--- config.mk ---
export PLATFORM = sky130hd
export DESIGN_NAME = ssir_ctrl
export DESIGN_NICKNAME = d
export VERILOG_FILES = /design/src/rtl/core/sorted_set_insert_remove_macros.svh /design/src/rtl/core/ssir_pkg.sv /design/src/rtl/core/ssir_ctrl.sv
export SDC_FILE = /design/constraint.sdc
export NUM_CORES = 1
export LEC_CHECK = 0
export BUFFER_PORTS_ARGS = -buffer_cell sky130_fd_sc_hd__buf_2
export CAP_MARGIN = 20
export CORE_AREA = 2 2 39 41
export DETAILED_ROUTE_END_ITERATION = 16
export DIE_AREA = 0 0 41 43
export PLACE_DENSITY = 0.7
export REMOVE_ABC_BUFFERS = 1
export SETUP_SLACK_MARGIN = 0.2
export SKIP_LAST_GASP = 1
export SYNTH_ARGS = -nofsm -noshare
export SYNTH_HDL_FRONTEND = slang
export SYNTH_SLANG_ARGS = --single-unit
export TNS_END_PERCENT = 50
--- constraint.sdc ---
create_clock -name clock -period 1.65 [get_ports clock]
set_input_delay 0.165 -clock clock [delete_from_list [all_inputs] [get_ports clock]]
set_output_delay 0.165 -clock clock [all_outputs]
set_load 0.01 [all_outputs]
--- src/rtl/core/sorted_set_insert_remove_macros.svh ---
// Assertion macros shared by the sorted set RTL.
`ifndef SORTED_SET_INSERT_REMOVE_MACROS_SVH
`define SORTED_SET_INSERT_REMOVE_MACROS_SVH

// Consequent must hold in the same cycle as the antecedent.
`define SSIR_ASSERT_SAME(label, clk, rst, ante, cons, msg) \
   label: assert property (@(posedge clk) disable iff (rst) (ante) |-> (cons)) \
      else $error(msg);

// Consequent must hold in the cycle after the antecedent.
`define SSIR_ASSERT_NEXT(label, clk, rst, ante, cons, msg) \
   label: assert property (@(posedge clk) disable iff (rst) (ante) |=> (cons)) \
      else $error(msg);

`endif

--- src/rtl/core/ssir_pkg.sv ---
// Shared types, codes and widths for the sorted set store.
package ssir_pkg;

   localparam int DEFAULT_CAPACITY = 64;

   localparam int ID_W          = 31;
   localparam int ENTRY_W       = 2 * ID_W;
   localparam int OPCODE_W      = 2;
   localparam int READ_IDX_W    = 6;
   localparam int STATUS_W      = 3;
   localparam int ENTRY_COUNT_W = 7;

   localparam logic [OPCODE_W-1:0] OP_INSERT = 2'd0;
   localparam logic [OPCODE_W-1:0] OP_REMOVE = 2'd1;
   localparam logic [OPCODE_W-1:0] OP_READ   = 2'd2;

   localparam logic [STATUS_W-1:0] ST_DONE      = 3'd0;
   localparam logic [STATUS_W-1:0] ST_DUPLICATE = 3'd1;
   localparam logic [STATUS_W-1:0] ST_NOT_FOUND = 3'd2;
   localparam logic [STATUS_W-1:0] ST_FULL      = 3'd3;
   localparam logic [STATUS_W-1:0] ST_RANGE     = 3'd4;

   typedef struct packed {
      logic [OPCODE_W-1:0]   opcode;
      logic [ID_W-1:0]       key_x;
      logic [ID_W-1:0]       key_y;
      logic [READ_IDX_W-1:0] read_index;
   } req_type;

   typedef struct packed {
      logic [STATUS_W-1:0]      status;
      logic [ENTRY_COUNT_W-1:0] entry_count;
      logic [ID_W-1:0]          entry_x;
      logic [ID_W-1:0]          entry_y;
   } rsp_type;

   // Commands from the controller to the datapath.
   typedef struct packed {
      logic                load;
      logic                scan;
      logic                shift_init;
      logic                shift;
      logic                place;
      logic                inc;
      logic                dec;
      logic                rd_issue;
      logic                respond;
      logic [STATUS_W-1:0] status;
   } ctrl_cmd_type;

   // Status from the datapath to the controller.
   typedef struct packed {
      logic [OPCODE_W-1:0] opcode;
      logic                scan_done;
      logic                shift_done;
      logic                found;
      logic                full;
      logic                idx_ok;
   } dp_stat_type;

endpackage

--- src/rtl/core/ssir_ctrl.sv ---
// Request sequencer for the sorted set store.
module ssir_ctrl
   import ssir_pkg::*;
(
   input  logic                clock,
   input  logic                reset,
   input  logic                start,
   input  logic [OPCODE_W-1:0] req_opcode,
   output logic                busy,
   output ctrl_cmd_type        cmd,
   input  dp_stat_type         stat
);

   typedef enum logic [4:0] {
      S_IDLE  = 5'b00001,
      S_SCAN  = 5'b00010,
      S_SHIFT = 5'b00100,
      S_RD    = 5'b01000,
      S_DONE  = 5'b10000
   } ctrl_state_type;

   ctrl_state_type state_ff;
   ctrl_state_type state_in;

   assign busy = (state_ff != S_IDLE);

   always_comb begin
      state_in = state_ff;
      cmd      = '0;
      unique case (state_ff)
         S_IDLE: begin
            if (start) begin
               cmd.load = 1'b1;
               if (req_opcode == OP_INSERT || req_opcode == OP_REMOVE) begin
                  state_in = S_SCAN;
               end else if (req_opcode == OP_READ) begin
                  state_in = S_RD;
               end else begin
                  state_in = S_DONE;
               end
            end
         end
         S_SCAN: begin
            cmd.scan = 1'b1;
            if (stat.scan_done) begin
               if (stat.opcode == OP_INSERT && stat.found) begin
                  cmd.respond = 1'b1;
                  cmd.status  = ST_DUPLICATE;
                  state_in    = S_IDLE;
               end else if (stat.opcode == OP_INSERT && stat.full) begin
                  cmd.respond = 1'b1;
                  cmd.status  = ST_FULL;
                  state_in    = S_IDLE;
               end else if (stat.opcode == OP_REMOVE && !stat.found) begin
                  cmd.respond = 1'b1;
                  cmd.status  = ST_NOT_FOUND;
                  state_in    = S_IDLE;
               end else begin
                  cmd.shift_init = 1'b1;
                  state_in       = S_SHIFT;
               end
            end
         end
         S_SHIFT: begin
            cmd.shift = 1'b1;
            if (stat.shift_done) begin
               cmd.respond = 1'b1;
               cmd.status  = ST_DONE;
               if (stat.opcode == OP_INSERT) begin
                  cmd.place = 1'b1;
                  cmd.inc   = 1'b1;
               end else begin
                  cmd.dec = 1'b1;
               end
               state_in = S_IDLE;
            end
         end
         S_RD: begin
            cmd.rd_issue = 1'b1;
            state_in     = S_DONE;
         end
         S_DONE: begin
            cmd.respond = 1'b1;
            cmd.status  = (stat.opcode == OP_READ && !stat.idx_ok) ? ST_RANGE : ST_DONE;
            state_in    = S_IDLE;
         end
         default: begin
            state_in = S_IDLE;
         end
      endcase
   end

   always_ff @(posedge clock) begin
      if (reset) begin
         state_ff <= S_IDLE;
      end else begin
         state_ff <= state_in;
      end
   end

endmodule

* Yosys cells after proc, flatten, opt, wreduce, memory -nomap -nowiden *
Cells that the tools add are included.

operators by class
  eq/ne operators = 13
  muxes and demuxes = 28
  reductions and logical operators = 10

operator list
  cell                count
  $mux 5              7
  $mux 4              6
  $pmux 5 s4          1
  $pmux 4 s3          1
  $mux 3              3
  $mux 1              8
  $ne 2x2->1 const B  3
  $eq 5x1->1 const B  1
  $eq 5x2->1 const B  1
  $eq 5x3->1 const B  1
  $eq 5x4->1 const B  1
  $eq 5x5->1 const B  1
  $ne 5x1->1 const B  1
  $eq 2x1->1 const B  2
  $eq 2x2->1 const B  2
  $logic_and 1x1->1   4
  $logic_not 2->1     2
  $mux 2              2
  $reduce_and 3->1    1
  $logic_not 1->1     2
  $logic_or 1x1->1    1

storage, ports and cells
  flip-flop bits (word level) = 5

* Longest topological paths before layout *
Gate-level depths: netlist of run 1.

  depth in word-level cells = 7
  depth in mapped cells = 5
  depth with buffers taken out = 5

* Worst setup path before layout of run 1 *
No wires, ideal clock.

  kind = reg2out
  from = register state_ff[3]
  to = output port cmd[7] (netlist name)
  arrival time = 1.535 ns
  required time = 1.485 ns
  setup slack = -0.050 ns
  stages on the path, launching flop included = 6
  cells stage by stage = dfxtp_1 -> or3_4 -> nor2_1 -> nand2_1 -> nor3_1 -> buf_4

RTL lines
  what                    RTL line         source
  start, declared         ssir_ctrl.sv:22  ctrl_state_type state_ff;
  start signal, assigned  ssir_ctrl.sv:97  state_ff <= state_in;
  end, declared           ssir_ctrl.sv:10  output ctrl_cmd_type cmd,

==> flow_summary.toml, run 1 <==
[outcome]
status = "finished, final reports clean"

[layout]
largest_reg_flops = 5
area_growth_pct = 69.2
finalInstanceArea_um2 = 661
layout-drive-gt1-share_pct = 53.3
multi_input_area_um2 = 315
final-seq-area_um2 = 108
utilization_pct = 47.7
largest_register = "state_ff"
fillCellCount = 151
fin_nets = 103
antenna_cells = 0
layout.cells.non_filler = 106
reg_top3 = "state_ff (5)"

[clocking]
cts.sinks = 5
hold_buffers = 0
cts-buffers-inserted = 3
cts_root_buf = "clkbuf_4"
cts_tree = "yes"
clk_transition_reported_paths_ns = 0.04
cts_max_level = 1
clockBufferDepth = 2
clkLatencyLatePin_ns = 0.24

[logic_synthesis]
synth_cells = 56
async_reset_ff_share_pct = 0
yosysMostFrequentCell = "nor2_1"
ys_warn_count = 0
synth-edff-count = 0
synth_seq_cells = 5
avgSynthCellArea_um2 = 6.97
synth_cell_types = 25
synth_area_leader_cell = "dfxtp_1"
syn-cell-area_um2 = 390
yosysSeqAreaShare_pct = 25.6
ys_top_cells_by_count = "8 x nor2_1, 6 x nand2_1, 5 x dfxtp_1"
synthFlopType = "dfxtp_1"
yosysTopAreaCellShare_pct = 25.6
synth_area_leaders = "dfxtp_1 26%, nor2_1 7.7%, nand2_1 5.8%, or3_4 5.8%, nor3_1 5.1%"

[drt]
antenna_left = 0
via_per_inst = 4.75
via_count = 504
drcViolationCount = 0
wl_um = 1100
drtPass1Iterations = 4
drt_iter0_markers = 5
wl_per_cell_um = 10.4

[placed_design]
dpl.hpwl_um = 775
dpl.cell_count = 97
preCtsSetupSlack_ns = 0.158
portBuffers = 24
place_area_um2 = 538
globalplace.congestion = 0.699

[die]
die_area_um2 = 1760
start_util_pct = 28.2
die-width_um = 41
die_height_um = 43
fp-row-count = 14
io_pins = 25
core_um2 = 1380

[timing]
skew_ns = 0.00245
setup_violations = 0
slew_viol_final = 0
relSlewSlack_pct = 77.2
layout_setup_ws_ns = 0.0267
max_freq_ghz = 0.616
rsz0062_at_grt = "true"
setup_tns_ns = 0
tightest_slew_ns = 0.340
min_period_over_period_pct = 98.4
fin_crit_ns = 1.62
hold_viol = 0

[global_route]
grt_use_total_pct = 14.3
grt_pass1_vias = 457
grt_antenna_before_repair = 0
grt_pass1_wl_um = 1750
overflow = 0
grt_start_max_net_pins = 7

[power]
powerDensity_nw_per_um2 = 661
p_leak_nw = 0.319
max-vdd-ir-drop_uv = 310

[worst_setup_path]
worstPathRequired_ns = 1.48
end_kind = "output pin"
crit_arrival_ns = 1.46
cp_max_fo = 5
crit_path_start_kind = "register"
crit_type = "reg -> out"

[hold_path]
hold_class = "in -> reg"

[run]
cap_violations = 0
-- area by class of cell --
type,count,share of cell area [%]
clock buffers,4,3.98
inverters,4,2.27
multi-input cells,46,47.7
flip-flops and latches,5,16.3
well taps,16,3.03
repair buffers,31,26.7
-- stage by stage --
stage	power (mW)	hold WS, ns
6_report	0.437	0.0905
4_1_cts	0.435	0.0806
2_1_floorplan	0.209	0.232
3_3_place_gp	0.257	0.344
5_1_grt	0.476	0.0913
3_5_place_dp	0.258	0.346
-- layout by cell type, fill, tap and decap left out --
cell type / count
and2_1: 2
buf_2: 24
nand2_1: 5
nand2b_1: 2
and3_1: 1
clkbuf_4: 3
a21oi_1: 3
o221ai_1: 1
nor4_2: 1
inv_1: 4
o2111ai_2: 1
nor2_1: 7
o21ai_0: 2
nor3b_1: 1
buf_6: 1
o22ai_1: 1
dfxtp_1: 1
nand2_2: 1
o21a_1: 1
nand3b_1: 1
nor4_4: 1
nor2_2: 1
nor2b_1: 3
dfxtp_2: 3
or3_4: 2
nor3_1: 3
dfxtp_4: 1
nand3_2: 1
and2b_1: 1
clkbuf_1: 1
nor3_4: 1
a211oi_1: 1
buf_4: 6
a31oi_1: 1
nor2_4: 1
-- timing repair --
action / CTS / global route
endpoints found under the setup margin: 9 / 17
pin swaps: 5 / 1
buffers inserted: 5 / 0
hold endpoints to repair: 0 / 0
resized for setup: 10 / 5
-- cell families (layout without fill, tap and decap cells) --
| family | count (synthesis) | count (layout) | share of synthesized area (%) |
|---|---|---|---|
| and+or+nand+nor | 35 | 35 | 49.0 |
| AOI/OAI and AO/OA | 11 | 11 | 19.6 |
| DFF | 5 | 5 | 25.6 |
| buffers and inverters | 5 | 39 | 5.77 |
-- critical path, stage by stage, from the launching register on --
cell	delay (ns)
dfxtp_2	0.34
nor4_4	0.32
nand3_2	0.17
nor4_2	0.23
buf_2	0.16
-- power breakdown --
| part | switching, mW | internal [mW] |
|---|---|---|
| logic | 0.0758 | 0.0774 |
| registers | 0.00944 | 0.132 |
| clock network | 0.0507 | 0.0915 |
-- per-layer routing --
metal / routed length (µm) / vias to the layer above / track usage, %
met1: 439 / 215 / 16.3
met4: 13 / 0 / 7.33
li1: - / 263 / -
met2: 548 / 24 / 23.1
met5: 0 / - / 0
met3: 101 / 2 / 3.66
-- worst paths after layout --
check / cells past startpoint / slack [ns] / from / endpoint
hold / removal: 2 / 0.09 / req_opcode[0] / state_ff[3]
hold reg to reg: 2 / 0.60 / state_ff[1] / state_ff[1]
setup reg to reg: 5 / 0.06 / state_ff[0] / state_ff[3]
setup / recovery: 4 / 0.03 / state_ff[2] / cmd[1]
No activity file was read; power rests on OpenSTA's default activity.
==> run 2: changes to the inputs <==
--- a/config.mk
+++ b/config.mk
@@ -10,7 +10,7 @@
 export CORE_AREA = 2 2 39 41
 export DETAILED_ROUTE_END_ITERATION = 16
 export DIE_AREA = 0 0 41 43
-export PLACE_DENSITY = 0.7
+export PLACE_DENSITY = 0.65
 export REMOVE_ABC_BUFFERS = 1
 export SETUP_SLACK_MARGIN = 0.2
 export SKIP_LAST_GASP = 1
==> flow_summary.toml, run 2 (same netlist as run 1, synthesis figures left out) <==
[global_route]
grt_start_max_net_pins = 7
grt_pass1_wl_um = 1730
overflow = 0
grt_pass1_vias = 473
grt_antenna_before_repair = 0
grt_use_total_pct = 14.7

[power]
p_leak_nw = 0.313
max-vdd-ir-drop_uv = 295
p_int_mw = 0.296
p_comb_share_pct = 34.9
powerDensity_nw_per_um2 = 667
clkPwrFrac_pct = 32.9
swShare_pct = 31.8
totalPowerFinal_mw = 0.434
share_seq_of_total_power_pct = 32.2
power.switching_mw = 0.138

[timing]
fin_crit_ns = 1.57
setup_tns_ns = 0
layout_setup_ws_ns = 0.0797
tightest_slew_ns = 0.308
slew_viol_final = 0
setup_violations = 0
skew_ns = 0.00208
relSlewSlack_pct = 79.3
min_period_over_period_pct = 95.2
hold_viol = 0
rsz0062_at_grt = "true"
max_freq_ghz = 0.637

[die]
die_height_um = 43
start_util_pct = 28.2
fp-row-count = 14
die-width_um = 41
die_area_um2 = 1760
core_um2 = 1380
io_pins = 25

[drt]
antenna_left = 0
via_count = 509
wl_um = 1150
drtPass1Iterations = 4
wl_per_cell_um = 10.9
drt_iter0_markers = 7
via_per_inst = 4.85
drcViolationCount = 0

[clocking]
clockBufferDepth = 2
clkLatencyLatePin_ns = 0.24
cts_tree = "yes"
cts-buffers-inserted = 3
cts_root_buf = "clkbuf_4"
cts.sinks = 5
hold_buffers = 0
clk_transition_reported_paths_ns = 0.04
cts_max_level = 1

[hold_path]
hp-start = "req_opcode[0]"
hold_class = "in -> reg"
worstHoldPathCells = 2
worstHoldEndpoint = "state_ff[3]"

[worst_setup_path]
crit_type = "reg -> reg"
crit_path_top_delay_cell = "or3_4"
worstPathRequired_ns = 1.76
crit_arrival_ns = 1.68
r2r-start = "state_ff[3]"
worstReg2RegEnd = "state_ff[0]"
cpMostUsedCell = "or3_4"
cp_top_family = "simple AND/OR/NAND/NOR gates"
crit_buf_inv = 1
crit_path_start_kind = "register"
rr_worst_depth = 5
cp_cell_sequence = "or3_4 -> buf_4 -> or3_4 -> nand2_1 -> o221ai_1"
slowest_delay_ns = 0.40
cp_max_fo = 4
r2r_slack_ns = 0.08
end_kind = "register"
crit_start = "state_ff[3]"

[placed_design]
globalplace.congestion = 0.688
preCtsSetupSlack_ns = 0.168
portBuffers = 24
dpl.cell_count = 97
dpl.hpwl_um = 817

[layout]
layout-drive-gt1-share_pct = 52.8
utilization_pct = 47.0
layout_commonest_cell = "buf_2"
antenna_cells = 0
largest_reg_flops = 5
layout.cells.non_filler = 105
fin_nets = 102
reg_top3 = "state_ff (5)"
final_cell_mix = "24 x buf_2, 7 x nor2_1, 6 x buf_4, 5 x nand2_1"
largest_register = "state_ff"
area_growth_pct = 66.7

[outcome]
status = "finished, final reports clean"

[run]
cap_violations = 0
-- run 2: worst max path at each step --
stage	end	slack (ns)	cells after the start
floorplan	cmd[6]	-0.0005	4
global placement	cmd[1]	0.18	4
detailed placement	cmd[1]	0.17	4
CTS	cmd[6]	0.03	5
global route	cmd[9]	-0.02	5
finish	state_ff[0]	0.08	5
-- run 2: area by class of cell --
class / count / area (µm²)
repair buffers: 30 / 165
inverters: 4 / 15.0
fillers: 150 / 733
multi-input cells: 46 / 319
well taps: 16 / 20.0
flip-flops and latches: 5 / 105
clock buffers: 4 / 26.3
-- run 2: routing by layer --
metal,vias up,GRT usage [%],wire [µm]
li1,263,-,-
met1,220,15.5,448
met2,24,23.1,592
met3,2,4.71,97
met4,0,10.0,8
met5,-,0,0
-- run 2: repair_timing --
item | in CTS | in global routing
resized for setup | 9 | 4
setup buffers | 4 | 0
pin swaps | 8 | 3
setup endpoints to repair | 11 | 17
-- run 2: per-stage QoR --
| step | cell area [µm²] | hold WS [ns] |
|---|---|---|
| after global placement | 538 | 0.344 |
| after global routing | 651 | 0.0909 |
| after CTS | 621 | 0.0810 |
| final | 651 | 0.0905 |
| after floorplan | 383 | 0.232 |
| after detailed placement | 538 | 0.347 |
-- run 2: power by group through the flow --
stage | clock [mW] | sequential [mW] | combinational (mW)
after floorplan | 0 | 0.138 | 0.0707
after global placement | 0 | 0.140 | 0.118
after detailed placement | 0 | 0.140 | 0.119
after CTS | 0.148 | 0.138 | 0.139
after global routing | 0.155 | 0.142 | 0.169
final | 0.143 | 0.140 | 0.151
==> run 3: changes to the inputs <==
==> constraint.sdc (replaced) <==
create_clock -name clock -period 1.65 [get_ports clock]
set_input_delay 0.495 -clock clock [delete_from_list [all_inputs] [get_ports clock]]
set_output_delay 0.495 -clock clock [all_outputs]
set_load 0.01 [all_outputs]
==> flow_summary.toml, run 3 (same netlist as run 1, synthesis figures left out) <==
[clocking]
hold_buffers = 0
cts_tree = "yes"
cts-buffers-inserted = 3
clockBufferDepth = 2
cts_root_buf = "clkbuf_4"
cts.sinks = 5
clk_transition_reported_paths_ns = 0.04
clkLatencyLatePin_ns = 0.24
cts_max_level = 1

[placed_design]
preCtsSetupSlack_ns = -0.181
dpl.cell_count = 109
dpl.hpwl_um = 914
portBuffers = 24
globalplace.congestion = 0.707

[run]
cap_violations = 0

[layout]
layout.cells.non_filler = 122
antenna_cells = 0
final_cell_mix = "21 x buf_2, 18 x buf_4, 8 x buf_6, 7 x nor2_1, 5 x dfxtp_2"
layout_commonest_cell = "buf_2"
utilization_pct = 60.7
fin_nets = 119
largest_reg_flops = 5
largest_register = "state_ff"
fillCellCount = 136
reg_top3 = "state_ff (5)"
area_growth_pct = 115
layout-drive-gt1-share_pct = 67.0

[timing]
skew_ns = 0.00237
setup_violations = 13
slew_viol_final = 0
layout_setup_ws_ns = -0.273
min_period_over_period_pct = 117
rsz0062_at_grt = "true"
hold_viol = 0
max_freq_ghz = 0.520
fin_crit_ns = 1.92
tightest_slew_ns = 0.282
whs_ns = 0.427
relSlewSlack_pct = 81.1

[global_route]
overflow = 0
grt_start_max_net_pins = 5
grt_use_total_pct = 17.1
grt_antenna_before_repair = 0
grt_pass1_vias = 542
grt_pass1_wl_um = 2030

[worst_setup_path]
cp_max_fo = 4
end_kind = "output pin"
crit_arrival_ns = 1.43
crit_path_start_kind = "register"
worstPathRequired_ns = 1.15
crit_type = "reg -> out"

[drt]
antenna_left = 0
wl_um = 1360
via_count = 577
drt_iter0_markers = 3
drtPass1Iterations = 3
drcViolationCount = 0
via_per_inst = 4.73
wl_per_cell_um = 11.1

[power]
powerDensity_nw_per_um2 = 652
max-vdd-ir-drop_uv = 477
p_leak_nw = 0.424

[hold_path]
hold_class = "in -> reg"

[die]
die_height_um = 43
fp-row-count = 14
core_um2 = 1380
die-width_um = 41
start_util_pct = 28.2
io_pins = 25
die_area_um2 = 1760

[outcome]
status = "complete, but fails checks"
violations = "negative setup slack"
run 3: final timing paths:
kind / from / to / cells after the start / slack, ns
setup / recovery: state_ff[2] / cmd[1] / 4 / -0.27
hold / removal: reset / state_ff[2] / 2 / 0.43
setup reg to reg: state_ff[1] / state_ff[3] / 9 / 0.04
hold reg to reg: state_ff[2] / state_ff[2] / 4 / 0.72
run 3: critical path, cell delays in order, from the launching register on:
cell     delay [ns]
dfxtp_2        0.33
nor4_4         0.32
nand3_2        0.16
nor4_2         0.22
buf_2          0.16
run 3: metal layers:
layer	part of all wire (%)	wire length, µm	global-route usage, %
met3	7.5	102	4.71
met1	36	488	15.6
met4	0	0	4.00
met5	0	0	0
met2	57	768	33.4
run 3: layout make-up:
type | instances | area, µm² | share of cell area, %
inverters | 4 | 15.0 | 1.79
flip-flops and latches | 5 | 106 | 12.7
multi-input cells | 46 | 342 | 40.7
clock buffers | 4 | 26.3 | 3.13
well taps | 16 | 20.0 | 2.38
repair buffers | 47 | 330 | 39.3
run 3: where the power goes:
| group | switching (mW) | leakage, nW | internal (mW) |
|---|---|---|---|
| clock network | 0.0451 | 0.0150 | 0.0911 |
| logic | 0.105 | 0.366 | 0.164 |
| registers | 0.0103 | 0.0424 | 0.132 |
| total | 0.160 | 0.424 | 0.387 |
run 3: through the flow:
stage          cell area [µm²]  TNS, ns  total power, mW
2_1_floorplan              383   -0.940            0.209
3_3_place_gp               628   -0.681            0.298
3_5_place_dp               628   -0.880            0.300
4_1_cts                    752    -2.70            0.491
5_1_grt                    840    -3.89            0.590
6_report                   840    -2.59            0.547
run 3: timing repair:
item,CTS,global route
pin swaps,11,8
buffers inserted,4,5
hold endpoints to repair,0,0
gates resized for setup,17,13
endpoints found under the setup margin,18,18
gates cloned,0,0
